`config.mk`:
```
export PLATFORM = sky130hd
export DESIGN_NAME = strided_xor_image_descrambler_top
export DESIGN_NICKNAME = d
export VERILOG_FILES = /design/src/rtl/core/sxid_pkg.sv /design/src/rtl/core/sxid_csr.sv /design/src/rtl/core/sxid_ctrl.sv /design/src/rtl/core/sxid_datapath.sv /design/src/rtl/core/strided_xor_image_descrambler_top.sv
export SDC_FILE = /design/constraint.sdc
export NUM_CORES = 1
export LEC_CHECK = 0
export BUFFER_PORTS_ARGS = -buffer_cell sky130_fd_sc_hd__buf_2
export CELL_PAD_IN_SITES_DETAIL_PLACEMENT = 1
export CELL_PAD_IN_SITES_GLOBAL_PLACEMENT = 1
export CORE_ASPECT_RATIO = 0.7
export CORE_MARGIN = 8
export CORE_UTILIZATION = 30
export DETAILED_ROUTE_END_ITERATION = 6
export GPL_ROUTABILITY_DRIVEN = 0
export HOLD_SLACK_MARGIN = 0.15
export PLACE_DENSITY_LB_ADDON = 0.1
export SLEW_MARGIN = 30
export SYNTH_ARGS = -nofsm -noshare
export SYNTH_HDL_FRONTEND = slang
export SYNTH_SLANG_ARGS = --single-unit
```
`constraint.sdc`:
```
create_clock -name clock -period 6.7 [get_ports clock]
set_clock_uncertainty 0.05 [all_clocks]
set_input_delay 2.01 -clock clock [delete_from_list [all_inputs] [get_ports clock]]
set_output_delay 2.01 -clock clock [all_outputs]
set_load 0.05 [all_outputs]
```
`src/rtl/core/sxid_pkg.sv`:
```
// shared types, constants and lookup tables for the strided xor image descrambler
// no dependencies

package sxid_pkg;

   localparam int OFFSET_WIDTH      = 24;
   localparam int SIZE_WIDTH        = 24;
   localparam int BYTE_WIDTH        = 8;
   localparam int TABLE_ENTRIES     = 16;
   localparam int TABLE_INDEX_WIDTH = $clog2(TABLE_ENTRIES);
   localparam int STRIDE_WIDTH      = 4;
   localparam int DIRECTION_WIDTH   = 2;
   localparam int DIV_COUNT_WIDTH   = $clog2(SIZE_WIDTH);
   localparam int WIDE_WIDTH        = (OFFSET_WIDTH > SIZE_WIDTH) ? OFFSET_WIDTH : SIZE_WIDTH;

   localparam int REQ_DATA_WIDTH    = 2 * BYTE_WIDTH;
   localparam int RSP_RAW_WIDTH     = 2 * OFFSET_WIDTH + BYTE_WIDTH + SIZE_WIDTH;
   localparam int RSP_DATA_WIDTH    = ((RSP_RAW_WIDTH + 7) / 8) * 8;

   localparam int CSR_INDEX_WIDTH   = 3;
   localparam int CSR_DATA_WIDTH    = SIZE_WIDTH;

   typedef logic [OFFSET_WIDTH-1:0] offset_type;
   typedef logic [SIZE_WIDTH-1:0]   size_type;
   typedef logic [STRIDE_WIDTH-1:0] stride_type;

   typedef enum logic {
      CMD_START = 1'b0,
      CMD_STEP  = 1'b1
   } command_type;

   localparam logic [DIRECTION_WIDTH-1:0] DIR_UPWARD = 2'd1;

   typedef enum logic [CSR_INDEX_WIDTH-1:0] {
      CSR_IMAGE_SIZE    = 3'd0,
      CSR_KEY_SIZE      = 3'd1,
      CSR_START_KEY     = 3'd2,
      CSR_DIRECTION_KEY = 3'd3,
      CSR_STRIDE_KEY    = 3'd4
   } csr_index_type;

   typedef enum logic [1:0] {
      CTL_IDLE   = 2'd0,
      CTL_DIVIDE = 2'd1,
      CTL_FINISH = 2'd2
   } ctl_state_type;

   typedef struct packed {
      size_type                     image_size;
      size_type                     key_size;
      logic [TABLE_INDEX_WIDTH-1:0] start_key;
      logic [DIRECTION_WIDTH-1:0]   direction_key;
      logic [TABLE_INDEX_WIDTH-1:0] stride_key;
   } cfg_type;

   typedef struct packed {
      logic start_load;
      logic step_load;
      logic div_step;
      logic div_finish;
   } ctl_cmd_type;

   typedef struct packed {
      logic div_done;
   } dp_status_type;

   localparam offset_type START_TABLE [TABLE_ENTRIES] = '{
      OFFSET_WIDTH'(20'h5DC00), OFFSET_WIDTH'(20'h5EB00),
      OFFSET_WIDTH'(20'h60900), OFFSET_WIDTH'(20'h73500),
      OFFSET_WIDTH'(20'h86100), OFFSET_WIDTH'(20'hAB900),
      OFFSET_WIDTH'(20'hD1100), OFFSET_WIDTH'(20'hF6900),
      OFFSET_WIDTH'(20'h25800), OFFSET_WIDTH'(20'h4B000),
      OFFSET_WIDTH'(20'h96000), OFFSET_WIDTH'(20'hBB800),
      OFFSET_WIDTH'(20'hE1000), OFFSET_WIDTH'(20'hD7A00),
      OFFSET_WIDTH'(20'hCE400), OFFSET_WIDTH'(20'h79E00)
   };

   localparam stride_type STRIDE_TABLE [TABLE_ENTRIES] = '{
      4'd4, 4'd2, 4'd8, 4'd6, 4'd10, 4'd8, 4'd6, 4'd4,
      4'd2, 4'd2, 4'd8, 4'd6, 4'd4, 4'd6, 4'd8, 4'd10
   };

endpackage

```
`src/rtl/core/sxid_csr.sv`:
```
// configuration register file, written over the csr channel
// depends on sxid_pkg

module sxid_csr (
   input  logic                                 clock,
   input  logic                                 reset,
   input  logic                                 csr_valid,
   output logic                                 csr_ready,
   input  logic [sxid_pkg::CSR_INDEX_WIDTH-1:0] csr_index,
   input  logic [sxid_pkg::CSR_DATA_WIDTH-1:0]  csr_data,
   output sxid_pkg::cfg_type                    cfg
);

   sxid_pkg::cfg_type cfg_ff;
   sxid_pkg::cfg_type cfg_in;

   assign csr_ready = 1'b1;
   assign cfg       = cfg_ff;

   always_comb begin
      cfg_in = cfg_ff;
      if (csr_valid) begin
         case (csr_index)
            sxid_pkg::CSR_IMAGE_SIZE:
               cfg_in.image_size = sxid_pkg::SIZE_WIDTH'(csr_data);
            sxid_pkg::CSR_KEY_SIZE:
               cfg_in.key_size = sxid_pkg::SIZE_WIDTH'(csr_data);
            sxid_pkg::CSR_START_KEY:
               cfg_in.start_key = csr_data[sxid_pkg::TABLE_INDEX_WIDTH-1:0];
            sxid_pkg::CSR_DIRECTION_KEY:
               cfg_in.direction_key = csr_data[sxid_pkg::DIRECTION_WIDTH-1:0];
            sxid_pkg::CSR_STRIDE_KEY:
               cfg_in.stride_key = csr_data[sxid_pkg::TABLE_INDEX_WIDTH-1:0];
            default: ;
         endcase
      end
   end

   always_ff @(posedge clock) begin
      if (reset) begin
         cfg_ff.image_size    <= sxid_pkg::SIZE_WIDTH'(1);
         cfg_ff.key_size      <= sxid_pkg::SIZE_WIDTH'(1);
         cfg_ff.start_key     <= '0;
         cfg_ff.direction_key <= '0;
         cfg_ff.stride_key    <= '0;
      end else begin
         cfg_ff <= cfg_in;
      end
   end

endmodule

```
`src/rtl/core/sxid_ctrl.sv`:
```
// controller state machine: input and result handshakes, sequencing of the divider
// depends on sxid_pkg

module sxid_ctrl (
   input  logic                    clock,
   input  logic                    reset,
   input  logic                    req_tvalid,
   output logic                    req_tready,
   input  logic                    req_command,
   output logic                    rsp_tvalid,
   input  logic                    rsp_tready,
   input  sxid_pkg::dp_status_type status,
   output sxid_pkg::ctl_cmd_type   cmd
);

   sxid_pkg::ctl_state_type state_ff;
   sxid_pkg::ctl_state_type state_in;
   logic                    rsp_valid_ff;
   logic                    rsp_valid_in;

   assign rsp_tvalid = rsp_valid_ff;

   always_comb begin
      state_in     = state_ff;
      rsp_valid_in = rsp_valid_ff && !rsp_tready;
      req_tready   = 1'b0;
      cmd          = '0;
      case (state_ff)
         sxid_pkg::CTL_IDLE: begin
            req_tready = !rsp_valid_ff || rsp_tready;
            if (req_tvalid && req_tready) begin
               if (req_command == sxid_pkg::CMD_START) begin
                  cmd.start_load = 1'b1;
                  state_in       = sxid_pkg::CTL_DIVIDE;
               end else begin
                  cmd.step_load = 1'b1;
                  rsp_valid_in  = 1'b1;
               end
            end
         end
         sxid_pkg::CTL_DIVIDE: begin
            cmd.div_step = 1'b1;
            if (status.div_done) begin
               state_in = sxid_pkg::CTL_FINISH;
            end
         end
         sxid_pkg::CTL_FINISH: begin
            cmd.div_finish = 1'b1;
            rsp_valid_in   = 1'b1;
            state_in       = sxid_pkg::CTL_IDLE;
         end
         default: begin
            state_in = sxid_pkg::CTL_IDLE;
         end
      endcase
   end

   always_ff @(posedge clock) begin
      if (reset) begin
         state_ff     <= sxid_pkg::CTL_IDLE;
         rsp_valid_ff <= 1'b0;
      end else begin
         state_ff     <= state_in;
         rsp_valid_ff <= rsp_valid_in;
      end
   end

endmodule

```
`src/rtl/core/sxid_datapath.sv`:
```
// datapath: walk state, bit-serial step count divider and result register
// depends on sxid_pkg

module sxid_datapath (
   input  logic                                      clock,
   input  logic                                      reset,
   input  sxid_pkg::cfg_type                         cfg,
   input  sxid_pkg::ctl_cmd_type                     cmd,
   output sxid_pkg::dp_status_type                   status,
   input  logic [sxid_pkg::BYTE_WIDTH-1:0]           req_image_byte,
   input  logic [sxid_pkg::BYTE_WIDTH-1:0]           req_key_byte,
   output sxid_pkg::offset_type                      rsp_write_offset,
   output logic [sxid_pkg::BYTE_WIDTH-1:0]           rsp_out_byte,
   output sxid_pkg::offset_type                      rsp_next_image_offset,
   output sxid_pkg::size_type                        rsp_next_key_offset,
   output logic                                      rsp_last,
   output logic                                      rsp_status
);

   sxid_pkg::offset_type                  offset_ff, offset_in;
   sxid_pkg::stride_type                  stride_ff, stride_in;
   sxid_pkg::size_type                    steps_ff, steps_in;
   sxid_pkg::size_type                    key_index_ff, key_index_in;
   logic                                  running_ff, running_in;

   sxid_pkg::size_type                    quo_ff, quo_in;
   sxid_pkg::stride_type                  rem_ff, rem_in;
   logic [sxid_pkg::DIV_COUNT_WIDTH-1:0]  count_ff, count_in;

   sxid_pkg::offset_type                  wr_off_ff, wr_off_in;
   logic [sxid_pkg::BYTE_WIDTH-1:0]       byte_ff, byte_in;
   sxid_pkg::offset_type                  nxt_off_ff, nxt_off_in;
   sxid_pkg::size_type                    nxt_key_ff, nxt_key_in;
   logic                                  last_ff, last_in;
   logic                                  stat_ff, stat_in;

   logic [sxid_pkg::STRIDE_WIDTH:0]       trial;
   logic                                  trial_ge;
   sxid_pkg::size_type                    step_count;
   sxid_pkg::offset_type                  stride_ext;
   sxid_pkg::offset_type                  size_ext;
   sxid_pkg::offset_type                  off_up;
   sxid_pkg::offset_type                  off_add;
   sxid_pkg::offset_type                  off_down;
   sxid_pkg::offset_type                  off_next;
   sxid_pkg::size_type                    key_inc;
   sxid_pkg::size_type                    key_next;
   sxid_pkg::size_type                    steps_dec;

   assign status.div_done = (count_ff == sxid_pkg::DIV_COUNT_WIDTH'(sxid_pkg::SIZE_WIDTH - 1));

   // restoring division, one quotient bit a cycle
   assign trial    = {rem_ff, quo_ff[sxid_pkg::SIZE_WIDTH-1]};
   assign trial_ge = (trial >= {1'b0, stride_ff});
   assign step_count = quo_ff + sxid_pkg::SIZE_WIDTH'(rem_ff != '0);

   assign stride_ext = sxid_pkg::OFFSET_WIDTH'(stride_ff);
   assign size_ext   = sxid_pkg::OFFSET_WIDTH'(cfg.image_size);

   // upward walk wraps to image_size - stride
   assign off_up  = (offset_ff < stride_ext) ? (size_ext - stride_ext) : (offset_ff - stride_ext);
   assign off_add = offset_ff + stride_ext;
   assign off_down = (sxid_pkg::WIDE_WIDTH'(off_add) > sxid_pkg::WIDE_WIDTH'(cfg.image_size)) ?
                     (off_add - size_ext) : off_add;
   assign off_next = (cfg.direction_key == sxid_pkg::DIR_UPWARD) ? off_up : off_down;

   assign key_inc   = key_index_ff + sxid_pkg::SIZE_WIDTH'(1);
   assign key_next  = (key_inc >= cfg.key_size) ? '0 : key_inc;
   assign steps_dec = steps_ff - sxid_pkg::SIZE_WIDTH'(1);

   always_comb begin
      offset_in    = offset_ff;
      stride_in    = stride_ff;
      steps_in     = steps_ff;
      key_index_in = key_index_ff;
      running_in   = running_ff;
      quo_in       = quo_ff;
      rem_in       = rem_ff;
      count_in     = count_ff;
      wr_off_in    = wr_off_ff;
      byte_in      = byte_ff;
      nxt_off_in   = nxt_off_ff;
      nxt_key_in   = nxt_key_ff;
      last_in      = last_ff;
      stat_in      = stat_ff;

      if (cmd.start_load) begin
         offset_in    = sxid_pkg::START_TABLE[cfg.start_key];
         stride_in    = sxid_pkg::STRIDE_TABLE[cfg.stride_key];
         key_index_in = '0;
         quo_in       = cfg.image_size;
         rem_in       = '0;
         count_in     = '0;
      end

      if (cmd.div_step) begin
         quo_in   = {quo_ff[sxid_pkg::SIZE_WIDTH-2:0], trial_ge};
         rem_in   = trial_ge ? sxid_pkg::STRIDE_WIDTH'(trial - {1'b0, stride_ff})
                             : trial[sxid_pkg::STRIDE_WIDTH-1:0];
         count_in = count_ff + sxid_pkg::DIV_COUNT_WIDTH'(1);
      end

      if (cmd.div_finish) begin
         steps_in   = step_count;
         running_in = (step_count != '0);
         wr_off_in  = '0;
         byte_in    = '0;
         nxt_off_in = offset_ff;
         nxt_key_in = key_index_ff;
         last_in    = 1'b0;
         stat_in    = 1'b0;
      end

      if (cmd.step_load) begin
         if (running_ff) begin
            offset_in    = off_next;
            key_index_in = key_next;
            steps_in     = steps_dec;
            running_in   = (steps_dec != '0);
            wr_off_in    = offset_ff;
            byte_in      = req_image_byte ^ req_key_byte;
            nxt_off_in   = off_next;
            nxt_key_in   = key_next;
            last_in      = (steps_dec == '0);
            stat_in      = 1'b0;
         end else begin
            wr_off_in  = '0;
            byte_in    = '0;
            nxt_off_in = offset_ff;
            nxt_key_in = key_index_ff;
            last_in    = 1'b0;
            stat_in    = 1'b1;
         end
      end
   end

   always_ff @(posedge clock) begin
      if (reset) begin
         offset_ff    <= '0;
         stride_ff    <= '0;
         steps_ff     <= '0;
         key_index_ff <= '0;
         running_ff   <= 1'b0;
         count_ff     <= '0;
      end else begin
         offset_ff    <= offset_in;
         stride_ff    <= stride_in;
         steps_ff     <= steps_in;
         key_index_ff <= key_index_in;
         running_ff   <= running_in;
         count_ff     <= count_in;
      end
   end

   always_ff @(posedge clock) begin
      quo_ff     <= quo_in;
      rem_ff     <= rem_in;
      wr_off_ff  <= wr_off_in;
      byte_ff    <= byte_in;
      nxt_off_ff <= nxt_off_in;
      nxt_key_ff <= nxt_key_in;
      last_ff    <= last_in;
      stat_ff    <= stat_in;
   end

   assign rsp_write_offset      = wr_off_ff;
   assign rsp_out_byte          = byte_ff;
   assign rsp_next_image_offset = nxt_off_ff;
   assign rsp_next_key_offset   = nxt_key_ff;
   assign rsp_last              = last_ff;
   assign rsp_status            = stat_ff;

endmodule

```
`src/rtl/core/strided_xor_image_descrambler_top.sv`:
```
// Strided xor image descrambler, top level.
// Depends on sxid_pkg, sxid_csr, sxid_ctrl and sxid_datapath.
//
// Usage:
//   csr channel writes image_size, key_size, start_key, direction_key and
//   stride_key by index 0 to 4; it is always ready, writes take one beat.
//   req beats carry a command in tuser (0 start a run, 1 one step) and the
//   image and key bytes read at the offsets given out by the previous result.
//   Every req beat gives exactly one rsp beat with the write offset, the xor
//   byte, the next image and key offsets, tlast on the final step of a run
//   and tuser set when a step arrives with no run active.
// Timing:
//   a step beat gives its result in the cycle after acceptance, and steps
//   stream at one beat per cycle while rsp_tready stays high.
//   a start beat gives its result after the divide and finish states: the step
//   count is found by a bit-serial divider, one quotient bit per cycle.
// Reset clears the walk state and the result valid flag; the csr registers
// return to image_size 1, key_size 1 and zero keys.
// When rsp_tready is low the result is held and req_tready drops once the
// result register is full, so no beat is lost.

module strided_xor_image_descrambler_top (
   input  logic                                 clock,
   input  logic                                 reset,
   input  logic                                 req_tvalid,
   output logic                                 req_tready,
   // image_byte [7:0], key_byte [15:8]
   input  logic [sxid_pkg::REQ_DATA_WIDTH-1:0]  req_tdata,
   // command
   input  logic                                 req_tuser,
   output logic                                 rsp_tvalid,
   input  logic                                 rsp_tready,
   // write_offset, out_byte, next_image_offset, next_key_offset
   output logic [sxid_pkg::RSP_DATA_WIDTH-1:0]  rsp_tdata,
   // status
   output logic                                 rsp_tuser,
   output logic                                 rsp_tlast,
   input  logic                                 csr_valid,
   output logic                                 csr_ready,
   input  logic [sxid_pkg::CSR_INDEX_WIDTH-1:0] csr_index,
   input  logic [sxid_pkg::CSR_DATA_WIDTH-1:0]  csr_data
);

   sxid_pkg::cfg_type               cfg;
   sxid_pkg::ctl_cmd_type           cmd;
   sxid_pkg::dp_status_type         status;
   sxid_pkg::offset_type            write_offset;
   logic [sxid_pkg::BYTE_WIDTH-1:0] out_byte;
   sxid_pkg::offset_type            next_image_offset;
   sxid_pkg::size_type              next_key_offset;

   sxid_csr u_csr (
      .clock     (clock),
      .reset     (reset),
      .csr_valid (csr_valid),
      .csr_ready (csr_ready),
      .csr_index (csr_index),
      .csr_data  (csr_data),
      .cfg       (cfg)
   );

   sxid_ctrl u_ctrl (
      .clock       (clock),
      .reset       (reset),
      .req_tvalid  (req_tvalid),
      .req_tready  (req_tready),
      .req_command (req_tuser),
      .rsp_tvalid  (rsp_tvalid),
      .rsp_tready  (rsp_tready),
      .status      (status),
      .cmd         (cmd)
   );

   sxid_datapath u_datapath (
      .clock                 (clock),
      .reset                 (reset),
      .cfg                   (cfg),
      .cmd                   (cmd),
      .status                (status),
      .req_image_byte        (req_tdata[sxid_pkg::BYTE_WIDTH-1:0]),
      .req_key_byte          (req_tdata[2*sxid_pkg::BYTE_WIDTH-1:sxid_pkg::BYTE_WIDTH]),
      .rsp_write_offset      (write_offset),
      .rsp_out_byte          (out_byte),
      .rsp_next_image_offset (next_image_offset),
      .rsp_next_key_offset   (next_key_offset),
      .rsp_last              (rsp_tlast),
      .rsp_status            (rsp_tuser)
   );

   assign rsp_tdata = sxid_pkg::RSP_DATA_WIDTH'({next_key_offset, next_image_offset,
                                                 out_byte, write_offset});

endmodule

```
# Word-level counts from Yosys, hierarchy flattened
# Memory sizes are Yosys's and may differ from the RTL's. A register that Yosys moved wholly into a read port is not among the register bits.
# Cells that the tools add are included.
# word_totals
in_bits	49
n_memories	2
mem_bits_ro	448
output_inout_bits	85
word_cells	125
regBits	249
# mem_list
memory	words	word_bits	read_ports	rd_ports_with_merged_regs	wr	line_no	source
(name not given)	16	24	1	0	0	sxid_datapath.sv:88	offset_in = sxid_pkg::START_TABLE[cfg.start_key];
(name not given)	16	4	1	1	0	sxid_datapath.sv:89	stride_in = sxid_pkg::STRIDE_TABLE[cfg.stride_key];
# classes
magnitude_cmp	5
n_eq_ne	11
n_mux	56
bitwise	3
reduce_logical	19
add_sub_neg	9
# op_table
operator	count
$mux 24	26
$reduce_bool 24->1	2
$sub 24x4->24	2
$add 24x1->24	1
$add 24x1->24 const B	1
$add 24x4->24	1
$ge 24x24->1	1
$gt 24x24->1	1
$logic_not 24->1	1
$lt 24x4->1	1
$mux 8	3
$sub 24x1->24 const B	1
$sub 24x24->24	1
$mux 1	15
$mux 4	3
$mux 2	5
$mux 5	2
$not 4->5	2
$reduce_and 2->1	5
$xor 8x8->8	1
$eq 3x2->1 const B	2
$add 5x1->5 const B	1
$eq 5x5->1 const B	1
$ge 5x4->1	1
18 further kinds	23

# Longest topological paths before layout
# Gate-level depths: netlist of run 1.
# depth
depth_word	8
ltp_mapped	22
depth_no_buf	18

# Cells and area by module
# Synthesis of run 1 repeated with hierarchy kept, for this count alone.
# unflattened
cells_unflattened	1944
area_unflattened_um2	16696.0
# by_module_without_submodules
mod	seq_area_each_um2	area_each_um2	cells_per_inst	n_inst
sxid_datapath	4924.7	14093.5	1702	1
sxid_csr	1161.1	2432.3	224	1
sxid_ctrl	60.1	170.2	18	1

# Worst setup path before layout of run 1
# OpenSTA, ideal clock, no wires.
# synth_timing
path_kind	input-to-reg
start	in rsp_tready
end	reg u_datapath.last_ff, in the netlist u_datapath.rsp_last (enable)
cell_stages	4
n_path_buf	0
arrival_time_ns	5.343
required_time_ns	6.206
setup_time_ns	0.444
path_slack_ns	0.863
path_cell_list	nor2b_1 nor3_1 nand3_1 nand2_1
# synth_via
elab_chain_len	5
# synth_rtl
element	line_no	source
start: declaration	strided_xor_image_descrambler_top.sv:32	input logic rsp_tready,
$logic_or 1x1->1	sxid_ctrl.sv:30	req_tready = !rsp_valid_ff || rsp_tready;
$logic_and 1x1->1	sxid_ctrl.sv:31	if (req_tvalid && req_tready) begin
$mux 2	sxid_ctrl.sv:31	
$mux 2	sxid_ctrl.sv:28	case (state_ff)
$reduce_bool 2->1 (no line)	-	
end signal: assignment	sxid_datapath.sv:162	last_ff <= last_in;
end: declaration	sxid_datapath.sv:34	logic last_ff, last_in;
# Every way passes these cells.
# A chain may end at the register's enable or synchronous reset.

# Worst setup path in the final report of run 1
# layout_timing
start	reg u_datapath.stride_ff[2]
end	reg u_datapath.nxt_off_ff[18], in the netlist u_datapath.rsp_next_image_offset[18] (data pin)
# layout_via
elab_chain_len	6
elab_cells_between_ends	11
cone_classes	add/sub (4); order compare (2); mux (5)
# layout_rtl
element	line_no	source
start: declaration	sxid_datapath.sv:21	sxid_pkg::stride_type stride_ff, stride_in;
$add 24x4->24	sxid_datapath.sv:62	assign off_add = offset_ff + stride_ext;
$sub 24x24->24 / $gt 24x24->1 (equally long branches)	sxid_datapath.sv:64, sxid_datapath.sv:63	
$mux 24	sxid_datapath.sv:63	assign off_down = (sxid_pkg::WIDE_WIDTH'(off_add) > sxid_pkg::WIDE_WIDTH'(cfg.image_size)) ?
$mux 24 *	sxid_datapath.sv:65	assign off_next = (cfg.direction_key == sxid_pkg::DIR_UPWARD) ? off_up : off_down;
$mux 24 *	sxid_datapath.sv:115	if (running_ff) begin
$mux 24 *	sxid_datapath.sv:114	if (cmd.step_load) begin
net u_datapath.nxt_off_in[18]	sxid_datapath.sv:32	sxid_pkg::offset_type nxt_off_ff, nxt_off_in;
end signal: assignment	sxid_datapath.sv:160	nxt_off_ff <= nxt_off_in;
end: declaration	sxid_datapath.sv:32	
# Mark *: on every way through the listed nets, which the timed path passes. The rest lies on a longest branch.

==> results of run 1 <==
[layout make-up]
cell class,instances,area share [%]
clock buffers,39,4.83
clock inverters,14,0.965
diodes,1,0.0138
multi-input cells,1445,48.8
inverters,97,2.01
well taps,684,4.71
repair buffers,154,4.77
flip-flops and latches,252,33.9
[cells by family (layout without fill, tap and decap cells)]
logic type	after synthesis	in the layout	share of synthesized area, %
AOI/OAI and AO/OA	477	477	18.9
buffers and inverters	212	304	5.26
DFF	252	252	38.9
other	1	2	0.0237
and+or+nand+nor	744	744	22.3
xor gates and xnor gates	123	123	6.81
muxes	21	21	1.35
adders and majority gates	79	79	6.49
[power groups by stage]
| stage | combinational, mW | sequential, mW | clock (mW) |
|---|---|---|---|
| final | 0.773 | 1.71 | 1.76 |
| after global routing | 0.837 | 1.72 | 1.88 |
| after CTS | 0.768 | 1.71 | 1.82 |
| after detailed placement | 0.762 | 1.74 | 0 |
| after global placement | 0.760 | 1.74 | 0 |
| after floorplan | 0.460 | 1.79 | 0 |
[registers in the layout, indices dropped and copies added (netlist names)]
signal	flops
u_datapath.rsp_status	1
u_datapath.stride_ff	3
u_datapath.rem_ff	4
u_datapath.count_ff	5
u_datapath.steps_ff	24
u_ctrl.rsp_tvalid	1
u_datapath.running_ff	1
u_datapath.key_index_ff	24
u_datapath.rsp_last	1
u_datapath.rsp_next_image_offset	24
u_datapath.rsp_next_key_offset	24
u_ctrl.state_ff	2
u_datapath.quo_ff	24
u_datapath.rsp_write_offset	24
u_datapath.rsp_out_byte	8
u_csr.cfg	58
u_datapath.offset_ff	24
[worst max path at each step]
stage | slack, ns | to | start
final | 1.25 | u_datapath.rsp_next_image_offset[18] | u_datapath.stride_ff[2]
after global routing | 0.84 | u_datapath.key_index_ff[7] | u_datapath.key_index_ff[0]
after CTS | 1.36 | u_datapath.rsp_next_image_offset[18] | u_datapath.stride_ff[2]
after detailed placement | 1.37 | u_datapath.rsp_next_image_offset[18] | u_datapath.stride_ff[2]
after global placement | 1.52 | u_datapath.rsp_next_image_offset[18] | u_datapath.stride_ff[2]
after floorplan | 0.86 | u_datapath.rsp_last | rsp_tready
[cells in the final DEF, fill, tap and decap left out, types with 6 or more instances in the layout]
master     count
buf_4         20
o21ai_0      123
edfxtp_1     110
clkbuf_16     32
or3_1         19
nand2_1      275
nand4_1       21
o311ai_0       6
and3_1        18
mux2i_1       19
a22o_1         8
dfxtp_1      142
xnor2_1       96
or2_2         12
nor4_1        14
a21oi_1      144
nand2b_1      22
a31oi_1       19
nor2b_1       26
ha_1          74
and4_1         8
a211oi_1      34
clkinv_2       8
inv_1         97
buf_2        131
a22oi_1        7
and2_1        26
nor2_1       171
o31ai_1       11
o21a_1        13
o211ai_1      18
o22ai_1        8
nand3_1       48
a21o_1        20
o2111ai_1      6
nor3_1        48
a311oi_1      12
or4_1          8
xor2_1        27
[metal layers]
metal  track usage (%)  vias up  part of all wire [%]
met3              4.53       50                   7.0
met2              25.6      346                    37
li1                  -     6909                     -
met1              30.8     7063                    54
met5                 0        -                 0.022
met4              2.95        2                   1.4
[critical path, cell delays in order, from the launching register on]
cell       delay, ns
dfxtp_1         0.51
inv_1           0.20
fa_1            0.49
o21bai_1        0.26
nand3_1         0.18
or3_1           0.49
xnor2_1         0.24
ha_1            0.51
and3_1          0.35
and4_1          0.25
nand4_1         0.13
o2bb2ai_1       0.16
a31oi_2         0.20
buf_12          0.23
nand2_1         0.07
o211a_1         0.13
o21ai_0         0.61
o21a_1          0.23
[metrics by stage]
stage	cell area, µm²	cells
2_1_floorplan	15800	1909
3_3_place_gp	17100	2632
3_5_place_dp	17100	2632
4_1_cts	18100	2685
5_1_grt	18100	2685
6_report	18200	2686
==> impl_metrics.toml, run 1 <==
[hold_path]
worstHoldStart = "u_csr.cfg[16]"
hold_class = "reg -> reg"
hold-path-cell-count = 2
min_to = "u_csr.cfg[16]"

[timing]
fin_ws_ns = 1.25
whs_ns = 0.405
fmax_ghz = 0.183
worstMarginPinSlew_ns = 0.866
period_share_pct = 81.4
grt_setup_unrepaired = "no"
period_minus_slack_ns = 5.45
fin_setup_tns_ns = 0
slew_headroom_pct = 42.3
finalSetupViolCount = 0
maxSlewViolCount = 0
hold_viol = 0

[power]
internal-power_mw = 2.98
ir_drop_mv = 0.161
netSwitchingPower_mw = 1.27
p_sw_share_pct = 29.8
total_leakage_power_nw = 6.77
pwr-share-comb_pct = 18.2
finalPower_mw = 4.25
power_density_mw_per_mm2 = 234
p_seq_share_pct = 40.3
p_clk_share_pct = 41.5

[synth]
ys_types = 83
synth_top_area_share_pct = 20.9
synth_area_leaders = "edfxtp_1 (21%), dfxtp_1 (18%), nand2_1 (6.6%)"
yosysWarnings = 0
synth_most_common_cell = "nand2_1"
yosysSeqAreaShare_pct = 38.9
ys_top_cells_by_count = "nand2_1 (276), nor2_1 (172), a21oi_1 (144)"
avgSynthCellArea_um2 = 8.28
synth_ff_type = "dfxtp_1"
syn_area_mm2 = 0.0158
ys_seq_elements = 252
yosys.area.top_type = "edfxtp_1"
async_reset_ff_share_pct = 0
synth_edf_count = 110
syn-instance-count = 1909
syn_nets = 2037

[setup_path]
cp-end-kind = "flop"
critPathMaxFanout = 36
cp.arrival_ns = 5.84
critical_path_class = "reg -> reg"
reg2reg_to = "u_datapath.rsp_next_image_offset[18]"
cp-start-kind = "flop"
critical_path_required_ns = 7.08
rr_startpoint = "u_datapath.stride_ff[2]"
reg2regPathDepth = 17
regToRegSetupSlack_ns = 1.25

[detailed_routing]
via_count = 14400
routed_via_density = 5.35
drtIter0Drc = 998
drt_pass1_iterations = 5
wl_um = 60400
drc_errors = 0
final_antenna_net_count = 0
drt-wirelength-per-cell_um = 22.5

[clocking]
clockBufferDepth = 3
clk_latency_ns = 0.57
cts_setup_buffers = 0
clkSinkCount = 252
htree_levels = 1
cts_hold_buffers = 0
cts_resized = 0
clk_pin_slew_ns = 0.06
cts_root_buffer = "clkbuf_16"
cts_buffers = 29
cts_tree = "yes"

[floorplan]
rows = 70
io_pins = 134
die_area_mm2 = 0.0604
die_w_um = 290
core_mm2 = 0.0521
start_util_pct = 30.3
fp.dieH_um = 208

[job]
drv_cap = 0

[final_layout]
fillers = 6136
layout.nets = 2107
register_area_mm2 = 0.00615
syn_to_final_growth_pct = 14.8
multiInputGateArea_mm2 = 0.00886
drive_gt1_share_pct = 11.8
fin_util_pct = 34.8

[grt]
antenna_found_initial = 2
grt_pass1_vias = 14000
track_usage_pct = 19.2
grt_pass1_wl_um = 91600
overflow = 0
grt_max_degree = 99

[placement]
dp_slack_ns = 1.37
port_buffers = 132
dp_hpwl_um = 46300

[run_status]
status = "finished, final reports clean"
Power figures use the tool's default switching activity.
==> run 2, diff against run 1 <==
- clock period: 6.7 -> 5.6 ns (I/O delays scaled with it)
==> impl_metrics.toml, run 2 (synthesized netlist as in run 1, its figures left out) <==
[grt]
grt_max_degree = 79
antenna_found_initial = 1
overflow = 0
track_usage_pct = 19.9
grt_pass1_wl_um = 93800
grt_pass1_vias = 14100

[clocking]
cts_setup_buffers = 0
cts_root_buffer = "clkbuf_16"
cts_buffers = 30
clk_pin_slew_ns = 0.06
clkSinkCount = 252
cts_tree = "yes"
clockBufferDepth = 3
htree_levels = 1
clk_latency_ns = 0.57
cts_resized = 0
cts_hold_buffers = 0

[power]
ir_drop_mv = 0.213
p_sw_share_pct = 30.8
internal-power_mw = 3.47
netSwitchingPower_mw = 1.54
p_clk_share_pct = 40.2
pwr-share-comb_pct = 19.0
total_leakage_power_nw = 6.84
p_seq_share_pct = 40.8
power_density_mw_per_mm2 = 275

[setup_path]
critPathMaxFanout = 36
cp-end-kind = "flop"
regToRegSetupSlack_ns = 0.34
reg2regPathDepth = 18
crit_path_end = "u_datapath.rsp_next_image_offset[8]"
critical_path.startpoint = "u_datapath.stride_ff[1]"
cp-start-kind = "flop"
cp.arrival_ns = 5.53
reg2reg_to = "u_datapath.rsp_next_image_offset[8]"
rr_startpoint = "u_datapath.stride_ff[1]"
critical_path_required_ns = 5.87
critical_path_class = "reg -> reg"

[detailed_routing]
routed_via_density = 5.38
drtIter0Drc = 1229
wl_um = 62600
drc_errors = 0
final_antenna_net_count = 0
drt-wirelength-per-cell_um = 23.2
drt_pass1_iterations = 5
via_count = 14500

[placement]
dp_hpwl_um = 48900
port_buffers = 132
dpl_cell_area_mm2 = 0.0172

[timing]
whs_ns = 0.407
fin_setup_tns_ns = 0
hold_viol = 0
maxSlewViolCount = 0
grt_setup_unrepaired = "no"
period_minus_slack_ns = 5.26
worstMarginPinSlew_ns = 0.981
slew_headroom_pct = 32.9
period_share_pct = 93.9
finalSetupViolCount = 0
fmax_ghz = 0.190

[floorplan]
core_mm2 = 0.0521
fp.dieH_um = 208
io_pins = 134
die_w_um = 290
die_area_mm2 = 0.0604
start_util_pct = 30.3
rows = 70

[final_layout]
layout_common_cells = "nand2_1 (275), nor2_1 (170), a21oi_1 (144)"
drive_gt1_share_pct = 12.5
syn_to_final_growth_pct = 15.3
largest_reg_flops = 58
layout.nets = 2122
layout_commonest_cell = "nand2_1"
finalInstanceArea_mm2 = 0.0182
antenna_cells = 0
fin_util_pct = 35.0

[run_status]
status = "finished, final reports clean"

[job]
drv_cap = 0

[hold_path]
hold_class = "reg -> reg"
worstHoldStart = "u_csr.cfg[15]"
run 2: cell type report:
type / count / area [µm²]
multi-input cells: 1445 / 8870
well taps: 684 / 856
clock buffers: 42 / 908
repair buffers: 168 / 983
fillers: 6109 / 33900
clock inverters: 14 / 104
inverters: 97 / 364
flip-flops and latches: 252 / 6150
run 2: routing by layer:
| layer | wire length [µm] | global-route usage [%] |
|---|---|---|
| met1 | 33700 | 32.6 |
| met2 | 22600 | 25.3 |
| met3 | 5490 | 5.38 |
| met4 | 777 | 2.74 |
| met5 | 11 | 0 |
run 2: worst max-delay path: stages, from the launching register on:
cell and delay [ns]:
dfxtp_1 0.44, ha_1 0.20, inv_1 0.06, fa_1 0.40, o21bai_1 0.39, nand3_1 0.20, or3_1 0.47, xnor2_1 0.21
ha_1 0.50, and3_1 0.32, and4_1 0.24, nand4_1 0.14, o2bb2ai_1 0.17, a31oi_2 0.20, buf_12 0.23, nor2_1 0.08
a211oi_1 0.45, or3_1 0.21, nand2_1 0.06
run 2: power groups by stage:
stage	Sequential (mW)	Clock (mW)	Combinational [mW]
after floorplan	2.14	0	0.551
after global placement	2.08	0	0.924
after detailed placement	2.09	0	0.929
after CTS	2.05	2.08	0.933
after global routing	2.05	2.15	1.02
final	2.05	2.01	0.952
run 2: how the worst min path moves through the flow:
stage | endpoint | cells after the start | slack, ns
final | u_csr.cfg[15] | 2 | 0.41
after global routing | u_csr.cfg[30] | 2 | 0.42
after CTS | u_csr.cfg[31] | 2 | 0.41
after detailed placement | u_csr.cfg[31] | 2 | 0.40
after global placement | u_csr.cfg[27] | 2 | 0.40
after floorplan | u_csr.cfg[11] | 2 | 0.39
run 2: metrics by stage:
step	power, mW	instances	setup WS (ns)
after global placement	3.01	2646	0.482
after global routing	5.23	2702	0.103
after CTS	5.06	2702	0.366
final	5.01	2702	0.341
after floorplan	2.69	1909	0.0927
after detailed placement	3.01	2646	0.390
